===== src/hdl/source_map_vlq_mapping_decoder_macros.svh =====
// Assertion macros shared by the source map VLQ mapping decoder RTL.
// No dependencies; included by files that carry concurrent assertions.
`ifndef SOURCE_MAP_VLQ_MAPPING_DECODER_MACROS_SVH
`define SOURCE_MAP_VLQ_MAPPING_DECODER_MACROS_SVH

// The consequent must hold in the same cycle as the antecedent.
`define SMVD_ASSERT_IMPLIES(label, clk, rstn, ante, cons) \
    label: assert property (@(posedge clk) disable iff (!(rstn)) (ante) |-> (cons)) \
        else $error("same-cycle implication failed");

// The consequent must hold in the cycle after the antecedent.
`define SMVD_ASSERT_NEXT(label, clk, rstn, ante, cons) \
    label: assert property (@(posedge clk) disable iff (!(rstn)) (ante) |=> (cons)) \
        else $error("next-cycle implication failed");

`endif


===== src/hdl/smvd_pkg.sv =====
// Types, codes and the Base64 digit decode for the source map VLQ mapping decoder.
// No dependencies; used by the result queue and the top level.
`default_nettype none

package smvd_pkg;

    localparam int POS_W     = 32;
    localparam int NUM_POS   = 6;
    localparam int NUM_DELTA = 5;

    localparam int POS_GEN_ROW  = 0;
    localparam int POS_GEN_COL  = 1;
    localparam int POS_SRC      = 2;
    localparam int POS_ORIG_ROW = 3;
    localparam int POS_ORIG_COL = 4;
    localparam int POS_NAME     = 5;

    localparam logic [2:0] KIND_RECORD     = 3'd0;
    localparam logic [2:0] KIND_END_OK     = 3'd1;
    localparam logic [2:0] KIND_BAD_CHAR   = 3'd2;
    localparam logic [2:0] KIND_UNFINISHED = 3'd3;
    localparam logic [2:0] KIND_EMPTY_SEG  = 3'd4;
    localparam logic [2:0] HALT_RUN        = 3'd0;

    localparam logic [2:0] FCNT_ONE  = 3'd1;
    localparam logic [2:0] FCNT_FULL = 3'd5;
    localparam logic [2:0] FCNT_MAX  = 3'd7;

    localparam logic [7:0] CHAR_COMMA   = 8'h2C;
    localparam logic [7:0] CHAR_SEMI    = 8'h3B;
    localparam logic [7:0] CHAR_PLUS    = 8'h2B;
    localparam logic [7:0] CHAR_SLASH   = 8'h2F;
    localparam logic [7:0] CHAR_UPPER_A = 8'h41;
    localparam logic [7:0] CHAR_UPPER_Z = 8'h5A;
    localparam logic [7:0] CHAR_LOWER_A = 8'h61;
    localparam logic [7:0] CHAR_LOWER_Z = 8'h7A;
    localparam logic [7:0] CHAR_ZERO    = 8'h30;
    localparam logic [7:0] CHAR_NINE    = 8'h39;

    localparam logic [6:0] LOWER_BASE    = 7'd26;
    localparam logic [6:0] NUMERAL_BASE  = 7'd52;
    localparam logic [6:0] DIGIT_PLUS    = 7'd62;
    localparam logic [6:0] DIGIT_SLASH   = 7'd63;
    localparam logic [6:0] DIGIT_INVALID = 7'd64;

    localparam int QUEUE_DEPTH = 4;
    localparam int QPTR_W      = 2;
    localparam int QCNT_W      = 3;

    typedef struct packed {
        logic [2:0]       kind;
        logic [POS_W-1:0] orig_row;
        logic [POS_W-1:0] orig_col;
        logic [POS_W-1:0] gen_row;
        logic [POS_W-1:0] gen_col;
        logic [POS_W-1:0] source_index;
        logic [POS_W-1:0] name_index;
        logic             last_result;
    } result_t;

    typedef struct packed {
        logic    push_a;
        logic    push_b;
        result_t entry_a;
        result_t entry_b;
    } queue_push_t;

    // Returns the 6-bit digit value, or DIGIT_INVALID for anything else.
    function automatic logic [6:0] digit_value(input logic [7:0] c);
        logic [6:0] d;
        d = DIGIT_INVALID;
        if (c >= CHAR_UPPER_A && c <= CHAR_UPPER_Z) begin
            d = 7'(c - CHAR_UPPER_A);
        end else if (c >= CHAR_LOWER_A && c <= CHAR_LOWER_Z) begin
            d = 7'(c - CHAR_LOWER_A) + LOWER_BASE;
        end else if (c >= CHAR_ZERO && c <= CHAR_NINE) begin
            d = 7'(c - CHAR_ZERO) + NUMERAL_BASE;
        end else if (c == CHAR_PLUS) begin
            d = DIGIT_PLUS;
        end else if (c == CHAR_SLASH) begin
            d = DIGIT_SLASH;
        end
        return d;
    endfunction

endpackage

`default_nettype wire


===== src/hdl/smvd_result_queue.sv =====
// Four-entry result queue that takes up to two results per cycle and gives one.
// Depends on smvd_pkg for the result and push types.
`default_nettype none

module smvd_result_queue (
    input  wire logic                  aclk,
    input  wire logic                  aresetn,
    input  wire smvd_pkg::queue_push_t push,
    input  wire logic                  pop,
    output smvd_pkg::result_t          head,
    output logic                       not_empty,
    output logic                       has_room
);

    smvd_pkg::result_t               mem_reg [smvd_pkg::QUEUE_DEPTH];
    logic [smvd_pkg::QPTR_W-1:0]     wr_ptr_reg, wr_ptr_next;
    logic [smvd_pkg::QPTR_W-1:0]     rd_ptr_reg, rd_ptr_next;
    logic [smvd_pkg::QCNT_W-1:0]     count_reg, count_next;
    logic [smvd_pkg::QPTR_W-1:0]     wr_ptr_b;
    logic [smvd_pkg::QCNT_W-1:0]     push_cnt;

    assign wr_ptr_b  = wr_ptr_reg + 1'b1;
    assign push_cnt  = smvd_pkg::QCNT_W'(push.push_a) + smvd_pkg::QCNT_W'(push.push_b);
    assign head      = mem_reg[rd_ptr_reg];
    assign not_empty = (count_reg != '0);
    assign has_room  = (count_reg <= smvd_pkg::QCNT_W'(smvd_pkg::QUEUE_DEPTH - 2));

    always_comb begin
        wr_ptr_next = wr_ptr_reg + smvd_pkg::QPTR_W'(push_cnt);
        rd_ptr_next = rd_ptr_reg + smvd_pkg::QPTR_W'(pop);
        count_next  = count_reg + push_cnt - smvd_pkg::QCNT_W'(pop);
    end

    always_ff @(posedge aclk) begin
        if (push.push_a) begin
            mem_reg[wr_ptr_reg] <= push.entry_a;
        end
        if (push.push_b) begin
            mem_reg[wr_ptr_b] <= push.entry_b;
        end
    end

    always_ff @(posedge aclk) begin
        if (!aresetn) begin
            wr_ptr_reg <= '0;
            rd_ptr_reg <= '0;
            count_reg  <= '0;
        end else begin
            wr_ptr_reg <= wr_ptr_next;
            rd_ptr_reg <= rd_ptr_next;
            count_reg  <= count_next;
        end
    end

endmodule

`default_nettype wire


===== src/hdl/source_map_vlq_mapping_decoder.sv =====
// Top level of the source map mappings decoder: VLQ digit decode, segment close, positions.
// Depends on smvd_pkg, smvd_result_queue and the assertion macro header.
//
//   channel  | ports                                   | carries
//   ---------+-----------------------------------------+-------------------------------
//   s_       | s_valid s_ready s_char_code s_last_char | one mappings character
//   m_       | m_valid m_ready m_kind ... m_last_result| one record or closing status
//
// An item is decoded in the cycle it is accepted and its results enter a four-entry queue.
// One item can be accepted every cycle while the queue has room for two results.
// A final character that closes a segment gives two results, so the queue drains one behind.
// Reset is synchronous and clears the decode state, running positions and the queue.
// A stall on m_ready stops input only once the queue has fewer than two free entries.
`default_nettype none
`include "source_map_vlq_mapping_decoder_macros.svh"

module source_map_vlq_mapping_decoder #(
    parameter int VALUE_BITS = 32
) (
    input  wire logic               aclk,
    input  wire logic               aresetn,
    input  wire logic               s_valid,
    output logic                    s_ready,
    input  wire logic [7:0]         s_char_code,
    input  wire logic               s_last_char,
    output logic                    m_valid,
    input  wire logic               m_ready,
    output logic [2:0]              m_kind,
    output logic signed [31:0]      m_orig_row,
    output logic signed [31:0]      m_orig_col,
    output logic signed [31:0]      m_gen_row,
    output logic signed [31:0]      m_gen_col,
    output logic signed [31:0]      m_source_index,
    output logic signed [31:0]      m_name_index,
    output logic                    m_last_result
);

    localparam int SHW = $clog2(VALUE_BITS + 5);
    localparam int PW  = smvd_pkg::POS_W;

    logic [VALUE_BITS-1:0] accum_reg, accum_next;
    logic [SHW-1:0]        shift_reg, shift_next;
    logic                  pending_reg, pending_next;
    logic [2:0]            fcnt_reg, fcnt_next;
    logic                  nonempty_reg, nonempty_next;
    logic [PW-1:0]         deltas_reg [smvd_pkg::NUM_DELTA];
    logic [PW-1:0]         deltas_next [smvd_pkg::NUM_DELTA];
    logic [PW-1:0]         pos_reg [smvd_pkg::NUM_POS];
    logic [PW-1:0]         pos_next [smvd_pkg::NUM_POS];
    logic [2:0]            halt_reg, halt_next;

    logic                    accept;
    logic [6:0]              dval;
    logic                    is_digit, is_comma, is_semi, cont;
    logic                    shift_live;
    logic [VALUE_BITS-1:0]   addend, acc_sum;
    logic [VALUE_BITS+31:0]  mag_wide;
    logic [PW-1:0]           mag, vdec;
    logic [PW-1:0]           dig_deltas [smvd_pkg::NUM_DELTA];
    logic [2:0]              dig_fcnt;
    logic                    cl_pending;
    logic [2:0]              cl_fcnt;
    logic [PW-1:0]           cl_deltas [smvd_pkg::NUM_DELTA];
    logic [2:0]              cl_halt;
    logic                    cl_record;
    logic [PW-1:0]           cl_pos [smvd_pkg::NUM_POS];
    logic                    do_close, rec_push;
    logic [2:0]              halt_final;
    smvd_pkg::result_t       rec_entry, status_entry, head;
    smvd_pkg::queue_push_t   push;
    logic                    has_room, not_empty;

    assign accept     = s_valid && s_ready;
    assign dval       = smvd_pkg::digit_value(s_char_code);
    assign is_digit   = !dval[6];
    assign is_comma   = (s_char_code == smvd_pkg::CHAR_COMMA);
    assign is_semi    = (s_char_code == smvd_pkg::CHAR_SEMI);
    assign cont       = dval[5];
    assign shift_live = (shift_reg < SHW'(VALUE_BITS));
    assign addend     = {{(VALUE_BITS-5){1'b0}}, dval[4:0]} << shift_reg;
    assign acc_sum    = shift_live ? (accum_reg + addend) : accum_reg;
    assign mag_wide   = {32'd0, (acc_sum >> 1)};
    assign mag        = mag_wide[PW-1:0];
    assign vdec       = acc_sum[0] ? (32'd0 - mag) : mag;
    assign dig_fcnt   = cont ? fcnt_reg
                      : ((fcnt_reg < smvd_pkg::FCNT_MAX) ? (fcnt_reg + 3'd1) : fcnt_reg);

    // The segment being closed is either the stored one or the one just finished by a digit.
    always_comb begin
        for (int i = 0; i < smvd_pkg::NUM_DELTA; i++) begin
            dig_deltas[i] = deltas_reg[i];
            if (!cont && fcnt_reg == 3'(i)) begin
                dig_deltas[i] = vdec;
            end
            cl_deltas[i] = is_digit ? dig_deltas[i] : deltas_reg[i];
        end
        cl_pending = is_digit ? cont : pending_reg;
        cl_fcnt    = is_digit ? dig_fcnt : fcnt_reg;
    end

    always_comb begin
        for (int i = 0; i < smvd_pkg::NUM_POS; i++) begin
            cl_pos[i] = pos_reg[i];
        end
        cl_halt   = smvd_pkg::HALT_RUN;
        cl_record = 1'b0;
        if (cl_pending) begin
            cl_halt = smvd_pkg::KIND_UNFINISHED;
        end else if (cl_fcnt == 3'd0) begin
            cl_halt = smvd_pkg::KIND_EMPTY_SEG;
        end else begin
            cl_pos[smvd_pkg::POS_GEN_COL] = pos_reg[smvd_pkg::POS_GEN_COL] + cl_deltas[0];
            if (cl_fcnt != smvd_pkg::FCNT_ONE) begin
                cl_record = 1'b1;
                cl_pos[smvd_pkg::POS_SRC]      = pos_reg[smvd_pkg::POS_SRC] + cl_deltas[1];
                cl_pos[smvd_pkg::POS_ORIG_ROW] = pos_reg[smvd_pkg::POS_ORIG_ROW] + cl_deltas[2];
                cl_pos[smvd_pkg::POS_ORIG_COL] = pos_reg[smvd_pkg::POS_ORIG_COL] + cl_deltas[3];
                if (cl_fcnt == smvd_pkg::FCNT_FULL) begin
                    cl_pos[smvd_pkg::POS_NAME] = pos_reg[smvd_pkg::POS_NAME] + cl_deltas[4];
                end
            end
        end
    end

    always_comb begin
        accum_next    = accum_reg;
        shift_next    = shift_reg;
        pending_next  = pending_reg;
        fcnt_next     = fcnt_reg;
        nonempty_next = nonempty_reg;
        halt_next     = halt_reg;
        for (int i = 0; i < smvd_pkg::NUM_DELTA; i++) begin
            deltas_next[i] = deltas_reg[i];
        end
        for (int i = 0; i < smvd_pkg::NUM_POS; i++) begin
            pos_next[i] = pos_reg[i];
        end
        do_close   = 1'b0;
        rec_push   = 1'b0;
        halt_final = halt_reg;

        if (accept && halt_reg == smvd_pkg::HALT_RUN) begin
            if (is_comma) begin
                do_close = 1'b1;
            end else if (is_semi) begin
                do_close = nonempty_reg;
            end else if (is_digit) begin
                do_close      = s_last_char;
                nonempty_next = 1'b1;
                pending_next  = cont;
                fcnt_next     = dig_fcnt;
                accum_next    = cont ? acc_sum : '0;
                shift_next    = (cont && shift_live) ? (shift_reg + SHW'(5))
                              : (cont ? shift_reg : '0);
                for (int i = 0; i < smvd_pkg::NUM_DELTA; i++) begin
                    deltas_next[i] = dig_deltas[i];
                end
            end else begin
                halt_next = smvd_pkg::KIND_BAD_CHAR;
            end

            if (do_close) begin
                halt_next     = cl_halt;
                rec_push      = cl_record;
                accum_next    = '0;
                shift_next    = '0;
                pending_next  = 1'b0;
                fcnt_next     = '0;
                nonempty_next = 1'b0;
                for (int i = 0; i < smvd_pkg::NUM_DELTA; i++) begin
                    deltas_next[i] = '0;
                end
                for (int i = 0; i < smvd_pkg::NUM_POS; i++) begin
                    pos_next[i] = cl_pos[i];
                end
            end

            if (is_semi && halt_next == smvd_pkg::HALT_RUN) begin
                pos_next[smvd_pkg::POS_GEN_ROW] = pos_reg[smvd_pkg::POS_GEN_ROW] + 32'd1;
                pos_next[smvd_pkg::POS_GEN_COL] = '0;
            end
            halt_final = halt_next;
        end

        // The final character of a text returns every decode register to its reset value.
        if (accept && s_last_char) begin
            accum_next    = '0;
            shift_next    = '0;
            pending_next  = 1'b0;
            fcnt_next     = '0;
            nonempty_next = 1'b0;
            halt_next     = smvd_pkg::HALT_RUN;
            for (int i = 0; i < smvd_pkg::NUM_DELTA; i++) begin
                deltas_next[i] = '0;
            end
            for (int i = 0; i < smvd_pkg::NUM_POS; i++) begin
                pos_next[i] = '0;
            end
        end
    end

    always_comb begin
        rec_entry.kind         = smvd_pkg::KIND_RECORD;
        rec_entry.orig_row     = cl_pos[smvd_pkg::POS_ORIG_ROW];
        rec_entry.orig_col     = cl_pos[smvd_pkg::POS_ORIG_COL];
        rec_entry.gen_row      = cl_pos[smvd_pkg::POS_GEN_ROW];
        rec_entry.gen_col      = cl_pos[smvd_pkg::POS_GEN_COL];
        rec_entry.source_index = cl_pos[smvd_pkg::POS_SRC];
        rec_entry.name_index   = cl_pos[smvd_pkg::POS_NAME];
        rec_entry.last_result  = 1'b0;

        status_entry.kind         = (halt_final == smvd_pkg::HALT_RUN) ? smvd_pkg::KIND_END_OK
                                                                       : halt_final;
        status_entry.orig_row     = '0;
        status_entry.orig_col     = '0;
        status_entry.gen_row      = '0;
        status_entry.gen_col      = '0;
        status_entry.source_index = '0;
        status_entry.name_index   = '0;
        status_entry.last_result  = 1'b1;

        push.push_a  = rec_push || (accept && s_last_char);
        push.push_b  = rec_push && s_last_char;
        push.entry_a = rec_push ? rec_entry : status_entry;
        push.entry_b = status_entry;
    end

    always_ff @(posedge aclk) begin
        if (!aresetn) begin
            accum_reg    <= '0;
            shift_reg    <= '0;
            pending_reg  <= 1'b0;
            fcnt_reg     <= '0;
            nonempty_reg <= 1'b0;
            halt_reg     <= smvd_pkg::HALT_RUN;
            for (int i = 0; i < smvd_pkg::NUM_DELTA; i++) begin
                deltas_reg[i] <= '0;
            end
            for (int i = 0; i < smvd_pkg::NUM_POS; i++) begin
                pos_reg[i] <= '0;
            end
        end else begin
            accum_reg    <= accum_next;
            shift_reg    <= shift_next;
            pending_reg  <= pending_next;
            fcnt_reg     <= fcnt_next;
            nonempty_reg <= nonempty_next;
            halt_reg     <= halt_next;
            for (int i = 0; i < smvd_pkg::NUM_DELTA; i++) begin
                deltas_reg[i] <= deltas_next[i];
            end
            for (int i = 0; i < smvd_pkg::NUM_POS; i++) begin
                pos_reg[i] <= pos_next[i];
            end
        end
    end

    smvd_result_queue u_queue (
        .aclk      (aclk),
        .aresetn   (aresetn),
        .push      (push),
        .pop       (m_valid && m_ready),
        .head      (head),
        .not_empty (not_empty),
        .has_room  (has_room)
    );

    assign s_ready        = has_room;
    assign m_valid        = not_empty;
    assign m_kind         = head.kind;
    assign m_orig_row     = head.orig_row;
    assign m_orig_col     = head.orig_col;
    assign m_gen_row      = head.gen_row;
    assign m_gen_col      = head.gen_col;
    assign m_source_index = head.source_index;
    assign m_name_index   = head.name_index;
    assign m_last_result  = head.last_result;

    `SMVD_ASSERT_NEXT(a_last_char_resets, aclk, aresetn, accept && s_last_char, (halt_reg == smvd_pkg::HALT_RUN) && (fcnt_reg == 3'd0) && !pending_reg && !nonempty_reg && (pos_reg[smvd_pkg::POS_GEN_ROW] == 32'd0))
    `SMVD_ASSERT_IMPLIES(a_status_has_no_position, aclk, aresetn, m_valid && m_last_result, (m_kind != smvd_pkg::KIND_RECORD) && (m_gen_row == 32'sd0) && (m_gen_col == 32'sd0) && (m_orig_row == 32'sd0))
    `SMVD_ASSERT_IMPLIES(a_halted_item_is_silent, aclk, aresetn, accept && !s_last_char && (halt_reg != smvd_pkg::HALT_RUN), !push.push_a && !push.push_b)

endmodule

`default_nettype wire


===== config.mk =====
export PLATFORM = sky130hd
export DESIGN_NAME = source_map_vlq_mapping_decoder
export DESIGN_NICKNAME = d
export VERILOG_FILES = /design/src/hdl/smvd_pkg.sv /design/src/hdl/smvd_result_queue.sv /design/src/hdl/source_map_vlq_mapping_decoder.sv
export VERILOG_INCLUDE_DIRS = /design/src /design/src/hdl
export SDC_FILE = /design/constraint.sdc
export NUM_CORES = 2
export LEC_CHECK = 0
export BUFFER_PORTS_ARGS = -buffer_cell sky130_fd_sc_hd__clkbuf_2
export CAP_MARGIN = 20
export CORE_MARGIN = 2
export CORE_UTILIZATION = 55
export DETAILED_ROUTE_END_ITERATION = 8
export PLACE_DENSITY = 0.75
export SYNTH_ARGS = -nofsm -noshare
export SYNTH_HDL_FRONTEND = slang
export SYNTH_SLANG_ARGS = --single-unit

===== constraint.sdc =====
create_clock -name aclk -period 11.3 [get_ports aclk]
set_clock_uncertainty 0.05 [all_clocks]
set_input_delay 0.565 -clock aclk [delete_from_list [all_inputs] [get_ports aclk]]
set_output_delay 0.565 -clock aclk [all_outputs]
set_load 0.02 [all_outputs]

==> results.txt <==
----------------------------------------------------
[Outcome]
  Run status ... completed

[Yosys]
  Number of storage elements in the synthesis netlist ... 1189
  Flip-flop cell with the highest count after synthesis ... dfxtp_1
  Cell variety after synth ... 112
  Yosys top cell by area ... dfxtp_1
  Gate count after technology mapping ... 6255
  Mapped Avg Cell Area ... 9.25 um^2
  Ys async rst share ... 0
  Most instantiated library cell after synthesis ... dfxtp_1
  Sequential cell area fraction in the yosys report ... 0.413
  Post-synth top area share ... 0.407
  Number of flops mapped to enable cells by yosys ... 12
  Post-synth design cell area ... 57900 um^2
  Biggest area contributors in the synthesized netlist ... dfxtp_1 (41%), a22o_1 (8.0%), mux4_2 (7.6%)
  Cell types with the highest counts after synthesis ... dfxtp_1 (1177), nand2_1 (851), nor2_1 (563)
  Warnings from Yosys ... 0
  Net count of the mapped netlist ... 6498

[Clocking]
  Setup repair bufs after CTS ... 0
  CTS clock-pin slew for the worst setup and hold paths ... 0.06 ns
  CTS Buf Count ... 118
  Clock latency of the later-clocked register in the worst-skew pair ... 0.74 ns
  Clock tree from TritonCTS ... built
  Number of buffers added to fix hold violations after cts ... 0
  Root buffer selected by CTS ... clkbuf_16
  Number of gates resized after CTS ... 0
  Clock sink count ... 1189
  Maximum root-to-sink buffer count ... 3
  CTS HTree Levels ... 3

[Placement]
  Total of buffers placed on input and output ports ... 210
  Number of placed instances, taps included ... 7510
  Post-placement worst setup slack ... 0.577 ns
  Final Wtd Congestion ... 0.976
  Sum of net half-perimeters after detailed placement ... 120000 um
  Post-placement cell area ... 59900 um^2

[Finish]
  Final cell area excluding filler cells ... 64000 um^2
  Count of placed standard cells in the final layout, fillers left out ... 7727
  Final Core Density ... 0.616
  # fillers ... 8628
  Area growth, synth to finish ... 10.6%
  Proportion of layout cells with a drive suffix above 1 ... 0.135
  Number of flip-flops under the largest register name ... 784
  Net count, final ... 6498

[Floorplan]
  Starting Density ... 0.557
  Height of the die ... 328 um
  Total die area ... 108000 um^2
  Boundary Pins ... 211
  Die Span X ... 328 um
  Number of placement rows ... 118
  Floorplan core area ... 104000 um^2

[STA]
  Worst slew margin relative to its limit ... 0.162
  Final worst-path cycle share ... 0.885
  Achievable clock frequency ... 0.100 GHz
  Hold Vio Cnt, Final ... 0
  Minimum clock period ... 10.0 ns
  Worst hold margin ... 0.201 ns
  Summed negative setup slack over all endpoints ... 0 ns
  Unrepaired setup endpoints after global routing ... false
  Pins over their slew limit ... 0
  Setup WS post-layout ... 1.30 ns
  Final number of setup-violating endpoints ... 0
  Slew @ Worst Pin ... 1.25 ns

[Critical path]
  Critical-path maximum fanout ... 10
  Critical path arrival ... 10.59 ns
  Max stage delay on crit path ... 0.98 ns
  Startpoint-to-endpoint class of the critical path ... in2reg
  Crit path max-delay cell type ... xnor2_1
  Worst setup SP type ... primary input
  Endpoint required time on the critical path ... 11.89 ns
  Category of the worst setup path capture point ... register

[Routing]
  Via density per instance ... 6.47
  Antenna-violating nets left ... 0
  Detailed-route DRC error count ... 0
  Number of search-and-repair iterations in the first detailed-routing pass ... 9
  Total number of vias ... 49991
  Wire length reported by the detailed router ... 181000 um
  Wire length per cell ... 23.5 um
  Number of DRC markers in iteration 0 ... 5691

[Power]
  Power per Cell Area ... 145 nW/um^2
  Leakage Power ... 25.4 nW
  Worst ir drop on vdd ... 0.191 mV
  Post-layout power ... 9.29 mW

[Job]
  Number of max-cap violations ... 0

[Worst hold path]
  Type of the worst min-delay path ... in2reg

[GRT]
  Initial antenna violation count ... 1
  Maximum number of pins on one net before global-route repair ... 190
  Wire length of the first global-routing pass ... 276000 um
  Global-route congestion overflow total ... 0
  Combined global-route utilization of all metal layers ... 0.324
  Via count of the first global-routing pass ... 46506

----------------------------------------------------
-- area by class of cell --
class / count / area [um^2] / area share
Multi-Input combinational cell: 4522 / 32000 / 0.499
Inverter: 99 / 372 / 0.00581
Tap cell: 1380 / 1730 / 0.0270
Clock inverter: 49 / 593 / 0.00927
Timing Repair Buffer: 325 / 2060 / 0.0322
Clock buffer: 162 / 3340 / 0.0522
Antenna cell: 1 / 2.50 / 0.0000391
Sequential cell: 1189 / 23900 / 0.374
-- routing by layer --
metal	GRT usage	vias up	part of all wire
met5	0	-	0
met4	0.134	0	0.041
met3	0.0453	338	0.082
met2	0.512	2290	0.46
met1	0.447	24496	0.42
li1	-	22867	-
-- layout by cell type (no fill, tap or decap), types with 24 or more instances in the layout --
master,count
o21ai_0,425
a21oi_1,331
o21a_1,31
a22oi_1,197
mux4_2,196
a211oi_1,39
nand4_1,43
nor2_1,552
nor3_1,74
dfxtp_1,1174
inv_1,99
clkbuf_2,210
a21o_1,83
nand3_1,88
nand2_1,848
buf_4,105
ha_1,223
nor2b_1,32
a22o_1,530
clkbuf_16,119
a31oi_1,36
xnor2_1,128
and3_1,40
or2_2,24
mux2_2,56
xor2_1,74
nand2b_1,31
and2_1,48
mux2i_1,26
-- cell families after synthesis --
logic type      count (synthesis)  share of synthesized area
buf+inv                       544                     0.0369
fa+ha+maj                     230                     0.0506
simple gates                 1893                      0.143
flops                        1189                      0.413
mux                           282                     0.0929
xor+xnor                      206                     0.0319
compound gates               1911                      0.231
-- where the power goes --
group          total (mW)  internal [mW]  switching, mW
clock network        4.02           2.31           1.70
registers            4.27           4.22         0.0520
logic                1.01          0.317          0.691
-- worst paths after layout --
check | depth (start not counted) | slack, ns | from | to
setup / recovery | 38 | 1.30 | s_char_code[2] | u_queue.mem_reg[2][64]
hold / removal | 2 | 0.20 | aresetn | u_queue.count_reg[2]
setup reg to reg | 31 | 1.83 | shift_reg[2] | u_queue.mem_reg[2][64]
hold reg to reg | 2 | 0.40 | u_queue.mem_reg[2][75] | u_queue.mem_reg[2][75]
-- critical path, delay by kind of cell --
kind,cells,cell delay (ns)
mux,1,0.28
buf+inv,2,0.31
fa+ha+maj,3,1.12
simple gates,9,1.37
compound gates,21,5.50
xor+xnor,2,1.43
Note: power is estimated with default switching activity, not from simulation.
